`config.mk`:
```
export PLATFORM = sky130hd
export DESIGN_NAME = running_median_multiset
export DESIGN_NICKNAME = d
export VERILOG_FILES = /design/src/rmm_pkg.sv /design/src/running_median_multiset.sv /design/src/rmm_datapath.sv /design/src/rmm_ctrl.sv
export SDC_FILE = /design/constraint.sdc
export NUM_CORES = 2
export LEC_CHECK = 0
export BUFFER_PORTS_ARGS = -buffer_cell sky130_fd_sc_hd__buf_4
export CAP_MARGIN = 5
export CORE_AREA = 2 2 552 554
export DETAILED_ROUTE_END_ITERATION = 8
export DIE_AREA = 0 0 554 556
export HOLD_SLACK_MARGIN = 0.05
export PLACE_DENSITY_LB_ADDON = 0.3
export SYNTH_ARGS = -nofsm -noshare
export SYNTH_HDL_FRONTEND = slang
export SYNTH_SLANG_ARGS = --single-unit
```
`constraint.sdc`:
```
create_clock -name clk -period 13.2 [get_ports clk]
set_input_delay 0.66 -clock clk [delete_from_list [all_inputs] [get_ports clk]]
set_output_delay 0.66 -clock clk [all_outputs]
set_load 0.005 [all_outputs]
```
`src/rmm_pkg.sv`:
```
// rmm_pkg: shared types and codes for the running median multiset block
// word layouts, command and status codes, controller to datapath bundles
// no dependencies
`timescale 1ns / 1ps

package rmm_pkg;

    localparam int CAPACITY_DEF = 64;
    localparam int VALUE_W      = 32;
    localparam int COUNT_W      = 7;

    localparam logic [1:0] CMD_INSERT = 2'd0;
    localparam logic [1:0] CMD_REMOVE = 2'd1;
    localparam logic [1:0] CMD_QUERY  = 2'd2;

    localparam logic [1:0] ST_OK        = 2'd0;
    localparam logic [1:0] ST_EMPTY     = 2'd1;
    localparam logic [1:0] ST_FULL      = 2'd2;
    localparam logic [1:0] ST_NOT_FOUND = 2'd3;

    typedef struct packed {
        logic [1:0]                command;
        logic signed [VALUE_W-1:0] value;
    } cmd_word_t;

    typedef struct packed {
        logic [1:0]                status;
        logic signed [VALUE_W-1:0] median;
        logic [COUNT_W-1:0]        count;
    } res_word_t;

    typedef enum logic [2:0] {
        IDX_HOLD,
        IDX_ZERO,
        IDX_TOP,
        IDX_MID,
        IDX_INC,
        IDX_DEC
    } idx_op_t;

    typedef enum logic [1:0] {
        WA_IDX,
        WA_INC,
        WA_DEC
    } wr_addr_sel_t;

    typedef enum logic {
        WD_VALUE,
        WD_RDATA
    } wr_data_sel_t;

    typedef enum logic [1:0] {
        MED_ZERO,
        MED_RDATA,
        MED_HALF
    } med_sel_t;

    typedef struct packed {
        logic         load;
        idx_op_t      idx_op;
        logic         wr_en;
        wr_addr_sel_t wa_sel;
        wr_data_sel_t wd_sel;
        logic         cnt_inc;
        logic         cnt_dec;
        logic         found_clr;
        logic         found_set;
        logic         lo_load;
        logic         res_load;
        logic [1:0]   res_status;
        med_sel_t     med_sel;
        logic         out_load;
    } rmm_ctrl_t;

    typedef struct packed {
        logic empty;
        logic full;
        logic odd;
        logic idx_zero;
        logic idx_last;
        logic gt;
        logic match;
        logic found;
    } rmm_flags_t;

endpackage

```
`src/running_median_multiset.sv`:
```
// running_median_multiset: top level, running median over a bounded multiset
// instantiates rmm_ctrl and rmm_datapath
// depends on rmm_pkg
//
// command channel: cmd_valid / cmd_stall carry a cmd_word (command, value).
//   insert adds value, remove takes out one instance of value, query asks
//   for the median. a word is taken when cmd_valid is high and cmd_stall low.
// result channel: res_valid / res_stall carry one res_word (status, median,
//   count) per command word, in command order.
// one command at a time; cmd_stall is high from the cycle after a word is
//   taken until its result is loaded, so no word is taken while one is in flight.
// steps per command, with n values held:
//   insert: scan down from the top, moving each held value greater than the
//   new one up one slot; remove: scan all n values; query: read the middle
//   value (odd n) or the two middle values (even n); rejected inserts, removes
//   and queries on an empty set skip the scan. the sorted entry memory does one
//   read and one write per cycle while entries are searched and shifted.
// a result word waits in the output register while res_stall is high, and a
//   finished result waits behind it; no new command is taken until it moves in.
// reset clears the count to zero; entry memory is not cleared.
`timescale 1ns / 1ps

module running_median_multiset #(
    parameter int CAPACITY = rmm_pkg::CAPACITY_DEF
) (
    input  logic               clk,
    input  logic               rst_n,
    input  logic               cmd_valid,
    output logic               cmd_stall,
    input  rmm_pkg::cmd_word_t cmd_word,
    output logic               res_valid,
    input  logic               res_stall,
    output rmm_pkg::res_word_t res_word
);

    rmm_pkg::rmm_ctrl_t  ctrl;
    rmm_pkg::rmm_flags_t flags;

    rmm_ctrl u_ctrl (
        .clk       (clk),
        .rst_n     (rst_n),
        .cmd_valid (cmd_valid),
        .cmd_stall (cmd_stall),
        .command   (cmd_word.command),
        .res_valid (res_valid),
        .res_stall (res_stall),
        .flags     (flags),
        .ctrl      (ctrl)
    );

    rmm_datapath #(
        .CAPACITY (CAPACITY)
    ) u_datapath (
        .clk      (clk),
        .rst_n    (rst_n),
        .ctrl     (ctrl),
        .value    (cmd_word.value),
        .flags    (flags),
        .res_word (res_word)
    );

endmodule

```
`src/rmm_datapath.sv`:
```
// rmm_datapath: sorted entry memory, scan index, count and result registers
// executes the commands issued by rmm_ctrl and reports compare flags
// depends on rmm_pkg
`timescale 1ns / 1ps

module rmm_datapath #(
    parameter int CAPACITY = rmm_pkg::CAPACITY_DEF
) (
    input  logic                              clk,
    input  logic                              rst_n,
    input  rmm_pkg::rmm_ctrl_t                ctrl,
    input  logic signed [rmm_pkg::VALUE_W-1:0] value,
    output rmm_pkg::rmm_flags_t               flags,
    output rmm_pkg::res_word_t                res_word
);

    localparam int AW = (CAPACITY > 1) ? $clog2(CAPACITY) : 1;
    localparam int CW = $clog2(CAPACITY + 1);
    localparam int VW = rmm_pkg::VALUE_W;

    logic [VW-1:0] sorted_mem [CAPACITY];

    logic signed [VW-1:0] value_reg;
    logic signed [VW-1:0] rdata_reg;
    logic signed [VW-1:0] lo_reg;
    logic [CW-1:0]        idx_reg;
    logic [CW-1:0]        idx_next;
    logic [CW-1:0]        count_reg;
    logic [CW-1:0]        count_next;
    logic                 found_reg;
    logic [AW-1:0]        wr_addr;
    logic [VW-1:0]        wr_data;
    logic [VW:0]          sum;
    logic [VW:0]          sum_adj;
    logic [VW-1:0]        med_sel_val;
    logic [1:0]           res_status_reg;
    logic [VW-1:0]        res_median_reg;
    logic [rmm_pkg::COUNT_W-1:0] res_count_reg;
    rmm_pkg::res_word_t   out_word_reg;

    always_comb
    begin
        case (ctrl.idx_op)
            rmm_pkg::IDX_ZERO: idx_next = '0;
            rmm_pkg::IDX_TOP:  idx_next = count_reg - CW'(1);
            rmm_pkg::IDX_MID:  idx_next = (count_reg >> 1) - CW'(!count_reg[0]);
            rmm_pkg::IDX_INC:  idx_next = idx_reg + CW'(1);
            rmm_pkg::IDX_DEC:  idx_next = idx_reg - CW'(1);
            default:           idx_next = idx_reg;
        endcase
    end

    always_comb
    begin
        case (ctrl.wa_sel)
            rmm_pkg::WA_INC: wr_addr = AW'(idx_reg + CW'(1));
            rmm_pkg::WA_DEC: wr_addr = AW'(idx_reg - CW'(1));
            default:         wr_addr = AW'(idx_reg);
        endcase
        wr_data = (ctrl.wd_sel == rmm_pkg::WD_RDATA) ? rdata_reg : value_reg;
    end

    always_comb
    begin
        count_next = count_reg;
        if (ctrl.cnt_inc)
        begin
            count_next = count_reg + CW'(1);
        end
        else if (ctrl.cnt_dec)
        begin
            count_next = count_reg - CW'(1);
        end
    end

    // even-count median: 33-bit sum halved toward zero
    assign sum     = {lo_reg[VW-1], lo_reg} + {rdata_reg[VW-1], rdata_reg};
    assign sum_adj = sum + {{VW{1'b0}}, sum[VW]};

    always_comb
    begin
        case (ctrl.med_sel)
            rmm_pkg::MED_RDATA: med_sel_val = rdata_reg;
            rmm_pkg::MED_HALF:  med_sel_val = sum_adj[VW:1];
            default:            med_sel_val = '0;
        endcase
    end

    always_ff @(posedge clk)
    begin
        if (ctrl.wr_en)
        begin
            sorted_mem[wr_addr] <= wr_data;
        end
        rdata_reg <= sorted_mem[idx_next[AW-1:0]];
        if (ctrl.load)
        begin
            value_reg <= value;
        end
        if (ctrl.lo_load)
        begin
            lo_reg <= rdata_reg;
        end
        if (ctrl.res_load)
        begin
            res_status_reg <= ctrl.res_status;
            res_median_reg <= med_sel_val;
            res_count_reg  <= rmm_pkg::COUNT_W'(count_next);
        end
        if (ctrl.out_load)
        begin
            out_word_reg.status <= res_status_reg;
            out_word_reg.median <= res_median_reg;
            out_word_reg.count  <= res_count_reg;
        end
    end

    always_ff @(posedge clk or negedge rst_n)
    begin
        if (!rst_n)
        begin
            count_reg <= '0;
            idx_reg   <= '0;
            found_reg <= 1'b0;
        end
        else
        begin
            count_reg <= count_next;
            idx_reg   <= idx_next;
            if (ctrl.found_clr)
            begin
                found_reg <= 1'b0;
            end
            else if (ctrl.found_set)
            begin
                found_reg <= 1'b1;
            end
        end
    end

    assign flags.empty    = (count_reg == '0);
    assign flags.full     = (count_reg == CW'(CAPACITY));
    assign flags.odd      = count_reg[0];
    assign flags.idx_zero = (idx_reg == '0);
    assign flags.idx_last = (idx_reg == count_reg - CW'(1));
    assign flags.gt       = (rdata_reg > value_reg);
    assign flags.match    = (rdata_reg == value_reg);
    assign flags.found    = found_reg;

    assign res_word = out_word_reg;

endmodule

```
`src/rmm_ctrl.sv`:
```
// rmm_ctrl: sequencer for insert, remove and query commands
// drives datapath commands and both channel handshakes
// depends on rmm_pkg
`timescale 1ns / 1ps

module rmm_ctrl (
    input  logic                clk,
    input  logic                rst_n,
    input  logic                cmd_valid,
    output logic                cmd_stall,
    input  logic [1:0]          command,
    output logic                res_valid,
    input  logic                res_stall,
    input  rmm_pkg::rmm_flags_t flags,
    output rmm_pkg::rmm_ctrl_t  ctrl
);

    typedef enum logic [2:0] {
        S_IDLE,
        S_START,
        S_PUT,
        S_INS_SCAN,
        S_REM_SCAN,
        S_Q_LO,
        S_Q_HI,
        S_OUT
    } state_t;

    state_t     state_reg;
    state_t     state_next;
    logic [1:0] op_reg;
    logic       res_valid_reg;
    logic       res_valid_next;
    logic       slot_free;

    assign slot_free = !res_valid_reg || !res_stall;
    assign cmd_stall = (state_reg != S_IDLE);
    assign res_valid = res_valid_reg;

    always_comb
    begin
        ctrl            = '0;
        ctrl.idx_op     = rmm_pkg::IDX_HOLD;
        ctrl.wa_sel     = rmm_pkg::WA_IDX;
        ctrl.wd_sel     = rmm_pkg::WD_VALUE;
        ctrl.med_sel    = rmm_pkg::MED_ZERO;
        ctrl.res_status = rmm_pkg::ST_OK;
        state_next      = state_reg;
        res_valid_next  = res_valid_reg && res_stall;

        case (state_reg)
            S_IDLE:
            begin
                if (cmd_valid)
                begin
                    ctrl.load  = 1'b1;
                    state_next = S_START;
                end
            end
            S_START:
            begin
                case (op_reg)
                    rmm_pkg::CMD_INSERT:
                    begin
                        if (flags.full)
                        begin
                            ctrl.res_load   = 1'b1;
                            ctrl.res_status = rmm_pkg::ST_FULL;
                            state_next      = S_OUT;
                        end
                        else if (flags.empty)
                        begin
                            ctrl.idx_op = rmm_pkg::IDX_ZERO;
                            state_next  = S_PUT;
                        end
                        else
                        begin
                            ctrl.idx_op = rmm_pkg::IDX_TOP;
                            state_next  = S_INS_SCAN;
                        end
                    end
                    rmm_pkg::CMD_REMOVE:
                    begin
                        if (flags.empty)
                        begin
                            ctrl.res_load   = 1'b1;
                            ctrl.res_status = rmm_pkg::ST_NOT_FOUND;
                            state_next      = S_OUT;
                        end
                        else
                        begin
                            ctrl.idx_op    = rmm_pkg::IDX_ZERO;
                            ctrl.found_clr = 1'b1;
                            state_next     = S_REM_SCAN;
                        end
                    end
                    rmm_pkg::CMD_QUERY:
                    begin
                        if (flags.empty)
                        begin
                            ctrl.res_load   = 1'b1;
                            ctrl.res_status = rmm_pkg::ST_EMPTY;
                            state_next      = S_OUT;
                        end
                        else
                        begin
                            ctrl.idx_op = rmm_pkg::IDX_MID;
                            state_next  = S_Q_LO;
                        end
                    end
                    default:
                    begin
                        ctrl.res_load = 1'b1;
                        state_next    = S_OUT;
                    end
                endcase
            end
            S_PUT:
            begin
                ctrl.wr_en    = 1'b1;
                ctrl.cnt_inc  = 1'b1;
                ctrl.res_load = 1'b1;
                state_next    = S_OUT;
            end
            S_INS_SCAN:
            begin
                ctrl.wr_en  = 1'b1;
                ctrl.wa_sel = rmm_pkg::WA_INC;
                if (flags.gt)
                begin
                    ctrl.wd_sel = rmm_pkg::WD_RDATA;
                    if (flags.idx_zero)
                    begin
                        state_next = S_PUT;
                    end
                    else
                    begin
                        ctrl.idx_op = rmm_pkg::IDX_DEC;
                    end
                end
                else
                begin
                    ctrl.cnt_inc  = 1'b1;
                    ctrl.res_load = 1'b1;
                    state_next    = S_OUT;
                end
            end
            S_REM_SCAN:
            begin
                // entries after the match slide down by one
                if (flags.found)
                begin
                    ctrl.wr_en  = 1'b1;
                    ctrl.wa_sel = rmm_pkg::WA_DEC;
                    ctrl.wd_sel = rmm_pkg::WD_RDATA;
                end
                else if (flags.match)
                begin
                    ctrl.found_set = 1'b1;
                end
                if (flags.idx_last)
                begin
                    ctrl.res_load = 1'b1;
                    state_next    = S_OUT;
                    if (flags.found || flags.match)
                    begin
                        ctrl.cnt_dec = 1'b1;
                    end
                    else
                    begin
                        ctrl.res_status = rmm_pkg::ST_NOT_FOUND;
                    end
                end
                else
                begin
                    ctrl.idx_op = rmm_pkg::IDX_INC;
                end
            end
            S_Q_LO:
            begin
                if (flags.odd)
                begin
                    ctrl.res_load = 1'b1;
                    ctrl.med_sel  = rmm_pkg::MED_RDATA;
                    state_next    = S_OUT;
                end
                else
                begin
                    ctrl.lo_load = 1'b1;
                    ctrl.idx_op  = rmm_pkg::IDX_INC;
                    state_next   = S_Q_HI;
                end
            end
            S_Q_HI:
            begin
                ctrl.res_load = 1'b1;
                ctrl.med_sel  = rmm_pkg::MED_HALF;
                state_next    = S_OUT;
            end
            S_OUT:
            begin
                if (slot_free)
                begin
                    ctrl.out_load  = 1'b1;
                    res_valid_next = 1'b1;
                    state_next     = S_IDLE;
                end
            end
            default:
            begin
                state_next = S_IDLE;
            end
        endcase
    end

    always_ff @(posedge clk or negedge rst_n)
    begin
        if (!rst_n)
        begin
            state_reg     <= S_IDLE;
            op_reg        <= rmm_pkg::CMD_INSERT;
            res_valid_reg <= 1'b0;
        end
        else
        begin
            state_reg     <= state_next;
            res_valid_reg <= res_valid_next;
            if (state_reg == S_IDLE && cmd_valid)
            begin
                op_reg <= command;
            end
        end
    end

endmodule

```
# [Word-level counts from Yosys, hierarchy flattened]
# Memories as Yosys holds them, arrays and structs flattened. A register that Yosys moved wholly into a read port is not among the register bits.
# Cells that the tools add are included.
[op_classes] addsub=7 order_cmp=1 eq_ne=25 mux=67 n_reduce_logical=17
[op_table] cell="$pmux 32 s2" n=1
[op_table] cell="$mux 3" n=15
[op_table] cell="$pmux 7 s5" n=1
[op_table] cell="$add 32x32->33" n=1
[op_table] cell="$add 33x1->33" n=1
[op_table] cell="$eq 32x32->1" n=1
[op_table] cell="$gt 32x32->1" n=1
[op_table] cell="$mux 32" n=1
[op_table] cell="$mux 1" n=28
[op_table] cell="$pmux 3 s7" n=1
[op_table] cell="$eq 3x3->1 const B" n=6
[op_table] cell="$pmux 3 s3" n=2
[op_table] cell="$add 7x1->7 const B" n=2
[op_table] cell="$logic_not 7->1" n=2
[op_table] cell="$mux 7" n=2
[op_table] cell="$sub 7x1->7 const B" n=2
[op_table] cell="$eq 3x2->1 const B" n=4
[op_table] cell="$pmux 3 s4" n=1
[op_table] cell="$pmux 6 s2" n=1
[op_table] cell="$mux 2" n=5
[op_table] cell="$pmux 2 s2" n=2
[op_table] cell="$eq 7x7->1" n=1
[op_table] cell="$eq 7x7->1 const B" n=1
[op_table] cell="$sub 6x1->7" n=1
[op_table] cell="other kinds (22)" n=34
[totals] regBits=167 ram_bits=2048 inputBits=38 word_cells=133 memories=1
[memory_table] memory="u_datapath.sorted_mem" depth=64 width=32 read_ports=1 rd_clocked_by_memory_dff=1 write_ports=1 line="rmm_datapath.sv:21" text="logic [VW-1:0] sorted_mem [CAPACITY];"

# [Logic depth before layout (Yosys ltp)]
[logic_depth] word_depth=7 mapped_depth=21 depth_no_buf=18

# [By module]
# From an unflattened synthesis, not the netlist that was laid out.
[hier_totals] hier_cells=7164 hier_area_um2=92852.8
[by_module_without_submodules] module="rmm_datapath" instances=1 cells_each=7077 area_per_inst_um2=92154.6
[by_module_without_submodules] module="rmm_ctrl" instances=1 cells_each=87 area_per_inst_um2=698.2

# [Least setup slack after synthesis]
# OpenSTA, ideal clock, no wires.
[synth_path] path_type="register to register" start="register u_datapath.value_reg[31]" end="memory u_datapath.sorted_mem[0][0] (netlist bit), data pin" setup_time_ns=0.702 t_arrival_ns=5.056 slack_ns=7.441 stages_incl_launch_ff=12 n_path_buf=1 synth_period_minus_slack_ns=5.759 cell_sequence="edfxtp_1 -> inv_1 -> ha_1 -> nand4_1 -> nor4_2 -> a221oi_1 -> and2_1 -> a211oi_2 -> nor2b_1 -> a21oi_1 -> clkbuf_1 -> o21ai_0"
[synth_between] elab_chain_len=4
[synth_rtl] element="from (decl)" line="rmm_datapath.sv:23" text="logic signed [VW-1:0] value_reg;"
[synth_rtl] element="from (signal assigned)" line="rmm_datapath.sv:98" text="value_reg <= value;"
[synth_rtl] element="$gt 32x32->1" line="rmm_datapath.sv:146" text="assign flags.gt = (rdata_reg > value_reg);"
[synth_rtl] element="$mux 1" line="rmm_ctrl.sv:129" text="if (flags.gt)"
[synth_rtl] element="$pmux 3 s2" line="rmm_ctrl.sv:51" text="case (state_reg)"
[synth_rtl] element="$mux 32" line="rmm_datapath.sv:60" text="wr_data = (ctrl.wd_sel == rmm_pkg::WD_RDATA) ? rdata_reg : value_reg;"
[synth_rtl] element="via u_datapath.wr_data[0]" line="rmm_datapath.sv:32" text="logic [VW-1:0] wr_data;"
[synth_rtl] element="to (decl)" line="rmm_datapath.sv:21"
# The timed path passes the listed nets, and every way through them passes these cells.

# [Worst setup path in the final report]
[layout_path] start="register u_datapath.value_reg[31]" end="register u_datapath.rdata_reg[24], read port of u_datapath.sorted_mem"
[layout_between] elab_chain_len=5 word_cells_on_any_way=9
[layout_rtl] element="$gt 32x32->1 *" line="rmm_datapath.sv:146"
[layout_rtl] element="$mux 3 *" line="rmm_ctrl.sv:129"
[layout_rtl] element="$pmux 3 s4 *" line="rmm_ctrl.sv:51"
[layout_rtl] element="$eq 3x3->1, or another cell as far along" line="rmm_datapath.sv:43" text="case (ctrl.idx_op)"
[layout_rtl] element="$pmux 7 s5 *" line="rmm_datapath.sv:43"
[layout_rtl] element="to (decl)" line="rmm_datapath.sv:24" text="logic signed [VW-1:0] rdata_reg;"
# Every way passes the cells marked *; elsewhere a longest branch is shown, timed or not.
# A chain may end at the register's enable or synchronous reset.

==> impl_metrics.yaml <==
timing:
  hold_viol: 0
  fin_skew_ns: 0.04023
  maxSlewViolCount: 0
  rsz0062_at_grt: "no"
  fin_ws_ns: 5.765
  relSlewSlack_pct: 13.68
  setup-violations-final: 0
  max_freq_mhz: 134.5
  worst_slew_pin_slew_ns: 1.295
  final.setup.tns_ns: 0
  fin_crit_ns: 7.435
  fin_crit_sh_pct: 56.32
global_routing:
  first_global_vias: 51670
  grt_max_degree: 167
  grt_pass1_wl_um: 370300
  grt_overflow: 0
  grt_antenna_before_repair: 9
  track_usage_pct: 16.29
critical_path:
  cp.arrival_ns: 8.06
  end_kind: "flip-flop"
  path_class: "flip-flop to flip-flop"
  cp_max_fo: 67
  start_kind: "flip-flop"
  required_ns: 13.83
synth:
  synth_flop_cell: "edfxtp_1"
  synth_area_per_cell_sq_um: 14.63
  yosys-top-cells-area: "edfxtp_1, nand2_1, mux2i_1"
  yosysTopAreaCell: "edfxtp_1"
  synth_edf_count: 2194
  yosysSeqAreaShare_pct: 74.37
  synth_nets: 6278
  ys_types: 92
  ys_warn_count: 0
  netlist.area_leader.share_pct: 73.08
  synthArstFlopShare_pct: 0.9346
  synthCells: 6160
  ys_ff_latch: 2247
  synth_area_sq_um: 90150
power:
  power_density_nw_per_um2: 259.5
  leakagePower_uw: 0.03398
  ir_drop_uv: 309.4
job:
  maxCapViolCount: 0
status:
  outcome: "complete, no violations"
detailed_routing:
  ant_nets: 0
  routedWlPerCell_um: 24.71
  drt-initial-drc-count: 5481
  viasPerCell: 5.147
  drc: 0
  routed_wl_um: 258500
  dr.pass1.iters: 5
  vias: 53850
clock_network:
  clkLatencyLatePin_ns: 0.89
  cts_sinks: 2247
  htree_levels: 4
  postCtsSetupBuffers: 0
  clk_pin_slew_ns: 0.06
  cts_tree: "done"
  numCtsBuffers: 228
  clock-root-buffer: "clkbuf_16"
  clock_path_buffers: 3
finish:
  post-route-util_pct: 34.31
  top_register: "u_datapath.sorted_mem"
  final_cell_area_sq_um: 103600
  drive_above_1_share_pct: 10.76
  syn_to_final_growth_pct: 14.95
  nets: 6403
  largest_register_ffs: 2048
die:
  rows: 202
  die_width_um: 554
  ios: 81
  die_area_sq_um: 308000
  initial_core_util_pct: 29.85
  fp.dieH_um: 556
  core_area_sq_um: 302000
placed_design:
  place_ws_ns: 5.688
  gp_congestion: 0.8317
  dp_hpwl_um: 133200
  io_buffer_count: 80
  post_dp_cell_area_sq_um: 95870
min_path:
  hp-class: "input port to async pin"
through the flow:
stage                     total power (uW)  instances  hold WS, ns
after floorplan                      16690       6160       0.3644
after global placement               20490       9996       0.4019
after detailed placement             20590       9996       0.4054
after CTS                            26970      10460       0.1478
after global routing                 28200      10460       0.1993
final                                26890      10460       0.2047
cells in the mapped netlist, drive strengths merged, types with 3 or more instances:
cell    count
o31ai       7
nor2      142
o21ai      90
a31o        5
a211oi      6
o21bai      7
nor2b      11
xor2       28
nor3       27
nand2b     11
ha         79
o211ai      5
or3         3
o22ai      66
dfxtp      32
nor3b       6
xnor2      47
and2       12
o211a       3
buf       223
and4       38
and3       39
mux2       33
a21oi      69
or2         5
a22oi      14
edfxtp   2194
a31oi      42
nand2    1323
a41oi       5
nand4     208
nand3     344
a221oi      4
o21a        9
mux2i     425
nor4        5
clkbuf    137
a32oi     290
a211o       3
nand4b      3
a21boi      5
or3b        3
a21o       26
dfrtp      21
inv        75
report_power, final:
part           switching, uW  internal, uW
clock network           2750          3640
registers                285          8840
logic                   8020          3360
path summary, 6_finish.rpt:
| path | depth (start not counted) | endpoint | slack (ns) | from |
|---|---|---|---|---|
| setup / recovery | 18 | u_datapath.rdata_reg[24] | 5.77 | u_datapath.value_reg[31] |
| hold / removal | 2 | u_ctrl.op_reg[1] | 0.20 | rst_n |
| setup reg to reg | 18 | u_datapath.rdata_reg[24] | 5.77 | u_datapath.value_reg[31] |
| hold reg to reg | 0 | u_datapath.res_word[35] | 0.42 | u_datapath.res_median_reg[28] |
| max in group asynchronous | 2 | u_datapath.count_reg[3] | 12.73 | rst_n |
| min in group clk | 3 | u_ctrl.state_reg[2] | 0.23 | cmd_valid |
cells in the final DEF, fill, tap and decap left out, types with 9 or more instances in the layout:
cell type      instances
a31oi_1               42
edfxtp_1            2194
nor3_1                21
and4_1                38
and2_1                11
clkbuf_8               9
dfxtp_1               32
buf_4                206
nor2_4                69
clkbuf_16            228
bufinv_16             21
a21oi_1               66
clkinv_2              42
nand2_1             1323
buf_12                13
ha_1                  79
nand4_1              208
o21ai_1                9
nand2b_1              11
inv_6                  9
a22oi_1               13
mux2_2                33
and3_1                36
xor2_1                28
o21ai_0               77
clkinv_1              45
dlygate4sd3_1         36
o22ai_1               66
nand3_1              343
clkinvlp_4             9
nor2b_1               11
a21o_1                26
xnor2_1               47
clkbuf_1              50
mux2i_1              425
dfrtp_1               21
inv_1                 71
a32oi_1              290
nor2_1                72
what timing repair did:
action / 4_1_cts / 5_1_grt
resized for setup: 0 / 0
hold endpoints to repair: 57 / 0
hold buffers: 36 / 0
setup endpoints to repair: 0 / 0
cell families after synthesis:
kind of cell / after synthesis / synth area share [%]
AOI/OAI and AO/OA: 675 / 5.597
xor gates and xnor gates: 77 / 0.7786
adders and majority gates: 80 / 1.119
buffers and inverters: 435 / 2.130
DFF: 2247 / 74.37
muxes: 458 / 5.131
and+or+nand+nor: 2188 / 10.87
critical path, cell delays in order, from the launching register on:
cell	delay, ns
edfxtp_1	0.35
inv_1	0.05
ha_1	0.44
nand4_1	0.21
nor4_2	0.63
a221oi_1	0.38
and4_1	0.32
or2_1	0.29
o21ai_4	0.29
mux2i_1	0.29
o21a_4	0.47
buf_4	0.66
buf_4	0.71
buf_4	0.82
mux2i_1	0.27
a32oi_1	0.09
nand4_1	0.15
and4_1	0.27
nand4_1	0.28
area by class of cell:
class,count,area (sq um)
antenna,4,10.01
clock buffer,287,6017
clock inverter,137,1355
fill,28830,198400
inverter,75,289.0
multi-input combinational,3478,21760
sequential,2247,67050
tap,3978,4977
timing repair buffer,255,2167
metal layers:
layer	share of wire (%)	vias to the layer above	wire length (um)	track usage, %
met3	6.6	346	16960	2.168
met2	46	1953	119500	26.20
met5	0	-	0	0
li1	-	23800	-	-
met1	45	27740	116400	23.13
met4	2.2	0	5611	4.249
No activity file was read; power rests on OpenSTA's default activity.
